File: config.mk
export PLATFORM = sky130hd
export DESIGN_NAME = chord_template_matcher
export DESIGN_NICKNAME = d
export VERILOG_FILES = /design/src/design/ctm_pkg.sv /design/src/design/chord_template_matcher.sv /design/src/design/ctm_ctrl.sv /design/src/design/ctm_datapath.sv
export SDC_FILE = /design/constraint.sdc
export NUM_CORES = 1
export LEC_CHECK = 0
export BUFFER_PORTS_ARGS = -buffer_cell sky130_fd_sc_hd__buf_2
export CORE_ASPECT_RATIO = 1.2
export CORE_MARGIN = 4
export CORE_UTILIZATION = 37
export CTS_CLUSTER_SIZE = 40
export DETAILED_ROUTE_END_ITERATION = 10
export SLEW_MARGIN = 15
export SYNTH_ARGS = -nofsm -noshare
export SYNTH_HDL_FRONTEND = slang
export SYNTH_SLANG_ARGS = --single-unit
File: constraint.sdc
create_clock -name clk -period 12.7 [get_ports clk]
set_input_delay 0.635 -clock clk [delete_from_list [all_inputs] [get_ports clk]]
set_output_delay 0.635 -clock clk [all_outputs]
set_load 0.02 [all_outputs]
File: src/design/ctm_pkg.sv
// Shared types, constants and helper functions for the chord template matcher.
// Used by the controller, the datapath and the top level; depends on nothing.

package ctm_pkg;

    localparam int PC_COUNT       = 12;
    localparam int TEMPLATE_COUNT = 25;

    localparam logic [3:0] LAST_ROOT     = 4'd11;
    localparam logic [4:0] LAST_TEMPLATE = 5'd24;
    localparam logic [3:0] MIN_NOTES     = 4'd2;
    localparam logic signed [7:0] VALID_SCORE = 8'sd10;
    localparam logic [8:0] FULL_BONUS    = 9'd5;

    // Chord shapes as pitch-class masks with the root on bit 0, in table order.
    localparam logic [11:0] TEMPLATE_MASKS [TEMPLATE_COUNT] = '{
        12'h091, 12'h089, 12'h049, 12'h111, 12'h085, 12'h0A1, 12'h081,
        12'h891, 12'h491, 12'h489, 12'h889, 12'h249, 12'h449, 12'h511,
        12'h291, 12'h289,
        12'h895, 12'h495, 12'h48D, 12'h095, 12'h08D,
        12'h4B5, 12'h8B5, 12'h6B5, 12'hAB5
    };

    // Commands from the controller to the datapath.
    typedef struct packed {
        logic load;
        logic step;
        logic commit;
    } ctm_cmd_t;

    // Status from the datapath to the controller.
    typedef struct packed {
        logic last_pair;
    } ctm_stat_t;

    function automatic logic [3:0] count_ones(input logic [11:0] v);
        logic [3:0] n;
        n = 4'd0;
        for (int i = 0; i < PC_COUNT; i++) begin
            n = n + {3'b000, v[i]};
        end
        return n;
    endfunction

    function automatic logic [11:0] rotate_up(input logic [11:0] m, input logic [3:0] r);
        logic [23:0] w;
        w = {m, m} << r;
        return w[23:12];
    endfunction

endpackage

File: src/design/chord_template_matcher.sv
// Chord template matcher: after a word is accepted, all 300 (root, template) pairs are scored,
// one pair per cycle on the shared scorer, then a commit step writes the result, waiting while
// the previous result is still stalled in the output register.
// Input is stalled while scanning and committing, so no new word is taken before the last one
// is committed; the next word is taken in the idle cycle after commit.
// Reset (rst_n, asynchronous, active low) returns to idle with no output word pending.

module chord_template_matcher (
    input  logic              clk,
    input  logic              rst_n,
    input  logic              in_valid,
    output logic              in_stall,
    input  logic [11:0]       pitch_mask,
    output logic              out_valid,
    input  logic              out_stall,
    output logic              chord_valid,
    output logic [3:0]        root_class,
    output logic [4:0]        quality_index,
    output logic signed [7:0] best_score
);

    ctm_pkg::ctm_cmd_t  cmd;
    ctm_pkg::ctm_stat_t stat;

    ctm_ctrl u_ctrl (
        .clk       (clk),
        .rst_n     (rst_n),
        .in_valid  (in_valid),
        .in_stall  (in_stall),
        .out_valid (out_valid),
        .out_stall (out_stall),
        .stat      (stat),
        .cmd       (cmd)
    );

    ctm_datapath u_datapath (
        .clk           (clk),
        .rst_n         (rst_n),
        .cmd           (cmd),
        .stat          (stat),
        .pitch_mask    (pitch_mask),
        .chord_valid   (chord_valid),
        .root_class    (root_class),
        .quality_index (quality_index),
        .best_score    (best_score)
    );

endmodule

File: src/design/ctm_ctrl.sv
// Controller state machine for the chord template matcher.
// Issues load, step and commit commands; depends on ctm_pkg.

module ctm_ctrl (
    input  logic               clk,
    input  logic               rst_n,
    input  logic               in_valid,
    output logic               in_stall,
    output logic               out_valid,
    input  logic               out_stall,
    input  ctm_pkg::ctm_stat_t stat,
    output ctm_pkg::ctm_cmd_t  cmd
);

    typedef enum logic [1:0] {
        ST_IDLE,
        ST_SCAN,
        ST_COMMIT
    } state_t;

    state_t state_reg;
    logic   out_valid_reg;
    logic   slot_free;

    // The output register can take a new word if empty or being emptied now.
    assign slot_free = !out_valid_reg || !out_stall;

    always_comb
    begin
        cmd.load   = (state_reg == ST_IDLE) && in_valid;
        cmd.step   = (state_reg == ST_SCAN);
        cmd.commit = (state_reg == ST_COMMIT) && slot_free;
    end

    assign in_stall  = (state_reg != ST_IDLE);
    assign out_valid = out_valid_reg;

    always_ff @(posedge clk or negedge rst_n)
    begin
        if (!rst_n)
        begin
            state_reg     <= ST_IDLE;
            out_valid_reg <= 1'b0;
        end
        else
        begin
            if (cmd.commit)
            begin
                out_valid_reg <= 1'b1;
            end
            else if (out_valid_reg && !out_stall)
            begin
                out_valid_reg <= 1'b0;
            end
            unique case (state_reg)
                ST_IDLE:
                begin
                    if (in_valid)
                    begin
                        state_reg <= ST_SCAN;
                    end
                end
                ST_SCAN:
                begin
                    if (stat.last_pair)
                    begin
                        state_reg <= ST_COMMIT;
                    end
                end
                ST_COMMIT:
                begin
                    if (slot_free)
                    begin
                        state_reg <= ST_IDLE;
                    end
                end
                default:
                begin
                    state_reg <= ST_IDLE;
                end
            endcase
        end
    end

endmodule

File: src/design/ctm_datapath.sv
// Datapath of the chord template matcher: one shared pair scorer, the
// root and template counters, the running best and the output register. Depends on ctm_pkg.

module ctm_datapath (
    input  logic               clk,
    input  logic               rst_n,
    input  ctm_pkg::ctm_cmd_t  cmd,
    output ctm_pkg::ctm_stat_t stat,
    input  logic [11:0]        pitch_mask,
    output logic               chord_valid,
    output logic [3:0]         root_class,
    output logic [4:0]         quality_index,
    output logic signed [7:0]  best_score
);

    logic [11:0]       notes_reg;
    logic [3:0]        note_count_reg;
    logic [3:0]        root_reg;
    logic [4:0]        tmpl_reg;
    logic              first_reg;
    logic signed [7:0] best_reg;
    logic [3:0]        best_root_reg;
    logic [4:0]        best_tmpl_reg;

    logic              chord_valid_reg;
    logic [3:0]        root_class_reg;
    logic [4:0]        quality_index_reg;
    logic signed [7:0] best_score_reg;

    logic [11:0]       tmpl_mask;
    logic [3:0]        hits;
    logic [3:0]        tmpl_count;
    logic [3:0]        missing;
    logic [3:0]        extra;
    logic [4:0]        penalty_count;
    logic [8:0]        gain;
    logic [8:0]        cost;
    logic [8:0]        bonus;
    logic signed [8:0] score;
    logic              take;

    // Score the current (root, template) pair.
    always_comb
    begin
        tmpl_mask     = ctm_pkg::rotate_up(ctm_pkg::TEMPLATE_MASKS[tmpl_reg], root_reg);
        hits          = ctm_pkg::count_ones(notes_reg & tmpl_mask);
        tmpl_count    = ctm_pkg::count_ones(tmpl_mask);
        missing       = tmpl_count - hits;
        extra         = note_count_reg - hits;
        penalty_count = {1'b0, missing} + {1'b0, extra};
        gain          = {2'b00, hits, 3'b000} + {4'b0000, hits, 1'b0};
        cost          = {2'b00, penalty_count, 2'b00};
        bonus         = (missing == 4'd0) ? ctm_pkg::FULL_BONUS : 9'd0;
        score         = $signed(gain - cost + bonus);
        take          = first_reg || (score > $signed({best_reg[7], best_reg}));
    end

    assign stat.last_pair = (root_reg == ctm_pkg::LAST_ROOT) &&
                            (tmpl_reg == ctm_pkg::LAST_TEMPLATE);

    always_ff @(posedge clk or negedge rst_n)
    begin
        if (!rst_n)
        begin
            root_reg  <= 4'd0;
            tmpl_reg  <= 5'd0;
            first_reg <= 1'b1;
        end
        else
        begin
            if (cmd.load)
            begin
                root_reg  <= 4'd0;
                tmpl_reg  <= 5'd0;
                first_reg <= 1'b1;
            end
            else if (cmd.step)
            begin
                first_reg <= 1'b0;
                if (tmpl_reg == ctm_pkg::LAST_TEMPLATE)
                begin
                    tmpl_reg <= 5'd0;
                    root_reg <= root_reg + 4'd1;
                end
                else
                begin
                    tmpl_reg <= tmpl_reg + 5'd1;
                end
            end
        end
    end

    always_ff @(posedge clk)
    begin
        if (cmd.load)
        begin
            notes_reg      <= pitch_mask;
            note_count_reg <= ctm_pkg::count_ones(pitch_mask);
        end
        if (cmd.step && take)
        begin
            best_reg      <= score[7:0];
            best_root_reg <= root_reg;
            best_tmpl_reg <= tmpl_reg;
        end
        if (cmd.commit)
        begin
            // Fewer than two notes gives an all-zero word.
            if (note_count_reg < ctm_pkg::MIN_NOTES)
            begin
                chord_valid_reg   <= 1'b0;
                root_class_reg    <= 4'd0;
                quality_index_reg <= 5'd0;
                best_score_reg    <= 8'sd0;
            end
            else
            begin
                chord_valid_reg   <= (best_reg >= ctm_pkg::VALID_SCORE);
                root_class_reg    <= best_root_reg;
                quality_index_reg <= best_tmpl_reg;
                best_score_reg    <= best_reg;
            end
        end
    end

    assign chord_valid   = chord_valid_reg;
    assign root_class    = root_class_reg;
    assign quality_index = quality_index_reg;
    assign best_score    = best_score_reg;

endmodule

==> flow_summary.json, run 1 <==
{
  "hold_buffers": 0,
  "initial_core_util": 0.378,
  "fin_setup_tns_ns": 0,
  "slew_headroom": 0.489,
  "async_flop_share": 0.203,
  "muxShareOfSynthArea": 0.0342,
  "syn_to_final_growth_pct": 10.1,
  "critPathRequiredTime_ns": 12.76,
  "startpoint_type": "register",
  "die_area_mm2": 0.0167,
  "route.detailed.drc": 0,
  "crit_family": "adder cells",
  "overflow": 0,
  "grt_pass1_vias": 4132,
  "row_count": 48,
  "synth_cell_types": 76,
  "fmax_ghz": 0.0848,
  "wl_um": 11600,
  "h-tree-depth": 3,
  "cp.arrival_ns": 11.85,
  "outcome": "completed",
  "root_buffer": "clkbuf_16",
  "synth_nets": 629,
  "cts_made_buffers": 9,
  "final_antenna_net_count": 0,
  "place_congestion": 0.909,
  "vias": 3961,
  "synth_adder_area_share": 0.226,
  "drv_slew": 0,
  "worst_r2r_path_depth": 43,
  "min_period_over_period": 0.928,
  "synth_edf_count": 51,
  "synth_top_family_by_area": "adder cells",
  "end_kind": "register",
  "cts.path.max_buffers": 2,
  "yosysMostFrequentCell": "inv_1",
  "synth-simple-area-share": 0.132,
  "synth_flop_cell": "edfxtp_1",
  "drtPass1Iterations": 4,
  "clk_transition_reported_paths_ns": 0.05,
  "clkLatencyLatePin_ns": 0.33,
  "drt_iter0_drc": 202,
  "cp_slowest_stage_delay_ns": 0.81,
  "tightest_slew_ns": 0.767,
  "rr_startpoint": "u_datapath.tmpl_reg[1]",
  "fp.dieW_um": 118,
  "yosysWarnings": 0,
  "synth_top_area_share": 0.283,
  "fin_nets": 657,
  "min_path_type": "in2async",
  "cts_setup_buffers": 0,
  "diodes": 0,
  "worst-setup-path-type": "reg2reg",
  "grt_max_degree": 26,
  "hold_viol": 0,
  "largest_register_ffs": 12,
  "ios": 36,
  "post_drt_via_cell_ratio": 5.37,
  "grt_pass1_wl_um": 19800,
  "cts_tree": "yes",
  "drv_cap": 0,
  "cpMaxStageDelayCell": "fa_1",
  "die_h_um": 141,
  "final_layout_size_suffix_gt1_frac": 0.135,
  "synth.area.top_cells": "edfxtp_1 (28%), ha_1 (13%), fa_1 (9.2%), dfrtp_1 (5.5%), inv_1 (4.7%)",
  "synthXorXnorAreaFrac": 0.0372,
  "rsz0062_at_grt": "no",
  "core-area_mm2": 0.0144,
  "yosysTopAreaCell": "edfxtp_1",
  "antenna_found_initial": 0,
  "cts_sinks": 64,
  "cts.repair.resized": 0,
  "fin_crit_ns": 11.79,
  "r2r_slack_ns": 0.91,
  "crit_fanout": 17,
  "finalSetupViolCount": 0,
  "grt_use_total": 0.145,
  "avgSynthCellArea_um2": 10.2,
  "r2r_end": "u_datapath.best_root_reg[0]",
  "ys_seq_elements": 64,
  "netlist_top_cells_count": "inv_1 (68), ha_1 (58), edfxtp_1 (51)",
  "clock-skew-final_ns": 0.0106,
  "syn-instance-count": 530,
  "synth_compound_area_frac": 0.153,
  "syn_area_mm2": 0.00542,
  "wire_per_inst_um": 15.7,
  "yosysSeqAreaShare": 0.343,
  "critPathBufInv": 8,
  "cpMostUsedCell": "fa_1",
  "dp_hpwl_um": 9070,
  "portBuffers": 35
}
-- per-layer routing --
layer	global-route usage	wire (um)	share of wire
met3	0.0309	494	0.043
met5	0	0	0
met2	0.249	5690	0.49
met1	0.178	5150	0.45
met4	0.0561	239	0.021
-- final cells by class --
type / count / area (um2)
tap: 175 / 219
clock buffer: 10 / 229
clock inverter: 6 / 36.3
sequential: 64 / 1860
multi-input combinational: 375 / 3170
inverter: 71 / 267
fill: 1354 / 8390
timing repair buffer: 37 / 190
-- kinds of logic (layout without fill, tap and decap cells) --
| logic type | after synthesis | count (layout) |
|---|---|---|
| AO/OA/AOI/OAI | 114 | 114 |
| flip-flops | 64 | 64 |
| XOR/XNOR | 23 | 23 |
| buffers and inverters | 91 | 124 |
| adder cells (fa/ha/maj) | 83 | 83 |
| AND/OR/NAND/NOR | 139 | 139 |
| multiplexers | 16 | 16 |
-- worst max-delay path by stage --
stage                            from                          end  cells past startpoint
2_1_floorplan  u_datapath.tmpl_reg[1]       u_datapath.best_reg[0]                     37
3_3_place_gp   u_datapath.tmpl_reg[0]  u_datapath.best_tmpl_reg[1]                     42
3_5_place_dp   u_datapath.tmpl_reg[1]  u_datapath.best_tmpl_reg[4]                     43
4_1_cts        u_datapath.tmpl_reg[1]  u_datapath.best_root_reg[0]                     43
5_1_grt        u_datapath.tmpl_reg[1]  u_datapath.best_root_reg[0]                     43
6_report       u_datapath.tmpl_reg[1]  u_datapath.best_root_reg[0]                     43
-- stage by stage --
stage | hold WS, ns | cells | setup slack (ns) | cell area (um2) | util
6_report | 0.192 | 738 | 0.913 | 5970 | 0.416
5_1_grt | 0.212 | 738 | 0.173 | 5970 | 0.416
4_1_cts | 0.198 | 738 | 1.01 | 5960 | 0.415
3_5_place_dp | 0.486 | 722 | 1.04 | 5700 | 0.397
3_3_place_gp | 0.470 | 722 | 1.31 | 5700 | 0.397
2_1_floorplan | 0.339 | 530 | 1.02 | 5420 | -
-- placed cells by master, fill, tap and decap left out, drive strengths merged, types with 5 or more instances in the layout --
master and n:
dfrtp 12, fa 25, a21oi 23, a211oi 5, a22oi 5, nor2b 16, o211ai 6, a21o 11
nand4 6, o21a 5, edfxtp 51, mux2i 8, mux2 7, nor2 33, nand2b 9, nand2 31
xnor2 14, a2111oi 5, nand3 9, nor3 13, o21ai 20, xor2 9, clkbuf 10, and3 5
inv 71, buf 37, ha 58
Power of run 1 is not shown: default switching activity piles up to over one toggle a cycle in this logic, so the estimate is an artifact.
==> run 2, diff against run 1 <==
- REMOVE_ABC_BUFFERS: unset -> 1
==> flow_summary.json, run 2 (synthesis results as in run 1) <==
{
  "outcome": "completed",
  "critPathBufInv": 7,
  "cpMaxStageDelayCell": "fa_2",
  "grt_use_total": 0.148,
  "grt_max_degree": 26,
  "row_count": 48,
  "cp_slowest_stage_delay_ns": 0.72,
  "cts.path.max_buffers": 2,
  "rsz0062_at_grt": "no",
  "fp.dieW_um": 118,
  "cpMostUsedCell": "fa_1",
  "worst-setup-path-type": "reg2reg",
  "slew_headroom": 0.501,
  "grt_pass1_vias": 4188,
  "antenna_found_initial": 0,
  "crit_fanout": 13,
  "vias": 3925,
  "finalSetupViolCount": 0,
  "startpoint_type": "register",
  "h-tree-depth": 3,
  "wl_um": 11400,
  "fin_setup_tns_ns": 0,
  "drv_slew": 0,
  "core-area_mm2": 0.0144,
  "drv_cap": 0,
  "ios": 36,
  "portBuffers": 35,
  "place_congestion": 0.896,
  "cts_sinks": 64,
  "grt_pass1_wl_um": 20000,
  "cts_tree": "yes",
  "final_layout_size_suffix_gt1_frac": 0.137,
  "hold_viol": 0,
  "fillCellCount": 1358,
  "drtPass1Iterations": 4,
  "initial_core_util": 0.378,
  "die_h_um": 141,
  "min_path_type": "in2async",
  "fmax_ghz": 0.0850,
  "route.detailed.drc": 0,
  "min_period_over_period": 0.926,
  "fin_nets": 657,
  "clk_transition_reported_paths_ns": 0.06,
  "clock-skew-final_ns": 0.0115,
  "cp.arrival_ns": 11.85,
  "critPathRequiredTime_ns": 12.78,
  "fin_crit_ns": 11.77,
  "end_kind": "register",
  "wire_per_inst_um": 15.5,
  "largest_register_ffs": 12,
  "drt_iter0_drc": 226,
  "cts_made_buffers": 9,
  "final_common_cell": "inv_1",
  "diodes": 0,
  "hold_buffers": 0,
  "overflow": 0,
  "final_antenna_net_count": 0,
  "root_buffer": "clkbuf_16",
  "syn_to_final_growth_pct": 11.3,
  "final_cell_mix": "inv_1 (68), ha_1 (58), edfxtp_1 (51), buf_2 (35), nor2_1 (33)",
  "clkLatencyLatePin_ns": 0.34,
  "die_area_mm2": 0.0167,
  "cts_setup_buffers": 0,
  "post_drt_via_cell_ratio": 5.32,
  "crit_family": "adder cells",
  "tightest_slew_ns": 0.749,
  "dp_hpwl_um": 8920
}
run 2: cell types whose count changed in the layout (fill, tap and decap cells not counted), sizes merged:
cell / change
clkbuf: +3
clkinv: -2
bufinv: +2
clkinvlp: -3
run 2: worst reg2reg max path, delay by kind of cell (launching register included):
family	cells	cell delay, ns
fa+ha+maj	15	6.32
compound gates	13	2.83
simple gates	5	0.67
buf+inv	7	0.63
xor+xnor	3	0.54
flops	1	0.51
run 2: timing repair:
action | in CTS | in global routing
hold endpoints to repair | 0 | 0
endpoints found under the setup margin | 0 | 13
resized for setup | 0 | 2
run 2: path summary, 6_finish.rpt:
| path | startpoint | end | slack (ns) | cells past startpoint |
|---|---|---|---|---|
| max in group asynchronous | rst_n | u_datapath.first_reg | 12.21 | 1 |
| worst min-delay path | rst_n | u_datapath.tmpl_reg[1] | 0.19 | 1 |
| min in group clk | u_datapath.first_reg | u_datapath.first_reg | 0.48 | 2 |
| worst max register to register | u_datapath.tmpl_reg[1] | u_datapath.best_root_reg[2] | 0.93 | 43 |
| worst max-delay path | u_datapath.tmpl_reg[1] | u_datapath.best_root_reg[2] | 0.93 | 43 |
| worst min register to register | u_datapath.first_reg | u_datapath.first_reg | 0.48 | 2 |
run 2: layout make-up:
type	count	area (um2)	share of cell area
multi-input cells	375	3170	0.526
flip-flops and latches	64	1860	0.308
inverters	71	267	0.0442
clock buffers	13	260	0.0432
well taps	175	219	0.0363
repair buffers	37	190	0.0315
clock inverters	3	65.1	0.0108
run 2: layer usage:
metal | global-route usage | vias to the layer above | part of all wire
met5 | 0 | - | 0
met4 | 0.0696 | 0 | 0.030
met3 | 0.0317 | 25 | 0.044
met2 | 0.251 | 99 | 0.48
met1 | 0.179 | 1874 | 0.45
li1 | - | 1927 | -
run 2: stage by stage:
step           instances  utilization  instance area (um2)  hold WS (ns)  setup WS, ns
6_report             738        0.420                 6030         0.186         0.934
5_1_grt              738        0.420                 6030         0.203        0.0400
4_1_cts              738        0.419                 6020         0.189         0.849
3_5_place_dp         722        0.397                 5700         0.468         0.891
3_3_place_gp         722        0.397                 5700         0.467          1.24
2_1_floorplan        510            -                 5280         0.339          1.02
Power of run 2 is left out for the same reason.
==> run 3, diff against run 2 <==
- CORE_ASPECT_RATIO: 1.2 -> unset
==> flow_summary.json, run 3 (synthesis results as in run 1) <==
{
  "hold_viol": 0,
  "row_count": 43,
  "initial_core_util": 0.385,
  "end_kind": "register",
  "final_layout_size_suffix_gt1_frac": 0.140,
  "ios": 36,
  "fin_crit_ns": 11.81,
  "rsz0062_at_grt": "no",
  "worst-setup-path-type": "reg2reg",
  "drv_slew": 0,
  "grt_use_total": 0.144,
  "cts_setup_buffers": 0,
  "vias": 3910,
  "fin_nets": 658,
  "place_congestion": 0.908,
  "finalSetupViolCount": 0,
  "wire_per_inst_um": 15.2,
  "cts.path.max_buffers": 2,
  "cts_made_buffers": 9,
  "slew_headroom": 0.480,
  "clkLatencyLatePin_ns": 0.33,
  "overflow": 0,
  "grt_pass1_wl_um": 19200,
  "min_period_over_period": 0.930,
  "cp.arrival_ns": 11.90,
  "fin_util": 0.431,
  "drtPass1Iterations": 4,
  "min_path_type": "in2async",
  "crit_fanout": 13,
  "h-tree-depth": 3,
  "die_area_mm2": 0.0167,
  "final_common_cell": "inv_1",
  "cts_sinks": 64,
  "dp_hpwl_um": 8770,
  "postPlaceCellArea_mm2": 0.00571,
  "cpMostUsedCell": "fa_1",
  "grt_pass1_vias": 3937,
  "drv_cap": 0,
  "tightest_slew_ns": 0.781,
  "cts.repair.resized": 0,
  "wl_um": 11300,
  "die_h_um": 129,
  "startpoint_type": "register",
  "fp.dieW_um": 129,
  "final_antenna_net_count": 0,
  "route.detailed.drc": 0,
  "clk_transition_reported_paths_ns": 0.05,
  "clock-skew-final_ns": 0.00523,
  "fmax_ghz": 0.0846,
  "cts_tree": "yes",
  "portBuffers": 35,
  "hold_buffers": 0,
  "antenna_found_initial": 0,
  "grt_max_degree": 26,
  "cp_slowest_stage_delay_ns": 0.81,
  "root_buffer": "clkbuf_16",
  "fin_area_mm2": 0.00607,
  "largest_register_ffs": 12,
  "core-area_mm2": 0.0141,
  "fillCellCount": 1357,
  "post_drt_via_cell_ratio": 5.26,
  "outcome": "completed",
  "fin_setup_tns_ns": 0,
  "final_cell_mix": "inv_1 (68), ha_1 (58), edfxtp_1 (51), buf_2 (35), nor2_1 (33)",
  "syn_to_final_growth_pct": 12.0,
  "diodes": 0,
  "cpMaxStageDelayCell": "fa_1",
  "drt_iter0_drc": 250,
  "critPathRequiredTime_ns": 12.78
}
[run 3: changes by cell type in the layout (fill, tap and decap cells not counted), sizes merged]
| cell | delta |
|---|---|
| clkbuf | -3 |
| buf | +1 |
| bufinv | +1 |
| clkinvlp | +1 |
| inv | +1 |
[run 3: cell type report]
class / instances / area [um2] / share of cell area
tap: 180 / 225 / 0.0371
clock inverter: 6 / 115 / 0.0190
multi-input combinational: 375 / 3170 / 0.522
sequential: 64 / 1860 / 0.306
inverter: 71 / 267 / 0.0439
timing repair buffer: 38 / 198 / 0.0326
clock buffer: 10 / 239 / 0.0394
[run 3: worst paths after layout]
path | startpoint | cells after the start | slack [ns] | end
max in group asynchronous | rst_n | 1 | 12.22 | u_datapath.first_reg
hold / removal | rst_n | 1 | 0.19 | u_ctrl.out_valid
setup reg to reg | u_datapath.tmpl_reg[1] | 40 | 0.89 | u_datapath.best_tmpl_reg[2]
hold reg to reg | u_datapath.first_reg | 2 | 0.47 | u_datapath.first_reg
setup / recovery | u_datapath.tmpl_reg[1] | 40 | 0.89 | u_datapath.best_tmpl_reg[2]
min in group clk | u_datapath.first_reg | 2 | 0.47 | u_datapath.first_reg
[run 3: layer usage]
| layer | vias up | GRT usage | wire length [um] |
|---|---|---|---|
| li1 | 1944 | - | - |
| met1 | 1851 | 0.190 | 5280 |
| met2 | 98 | 0.233 | 5320 |
| met3 | 17 | 0.0330 | 501 |
| met4 | 0 | 0.0494 | 178 |
| met5 | - | 0 | 0 |
[run 3: critical path: cells and delay by family, from the launching register on]
| family | cells | cell delay (ns) |
|---|---|---|
| XOR/XNOR | 2 | 0.38 |
| adder cells (fa/ha/maj) | 15 | 6.59 |
| flip-flops | 1 | 0.50 |
| buffers and inverters | 7 | 0.68 |
| AND/OR/NAND/NOR | 5 | 1.00 |
| AO/OA/AOI/OAI | 11 | 2.41 |
[run 3: metrics by stage]
| stage | std cells | setup WS (ns) | hold WS, ns |
|---|---|---|---|
| finish | 744 | 0.885 | 0.190 |
| global route | 744 | 0.0974 | 0.208 |
| CTS | 744 | 0.844 | 0.191 |
| detailed placement | 728 | 0.901 | 0.465 |
| global placement | 728 | 1.20 | 0.465 |
| floorplan | 510 | 1.02 | 0.339 |
Power of run 3 is left out for the same reason.
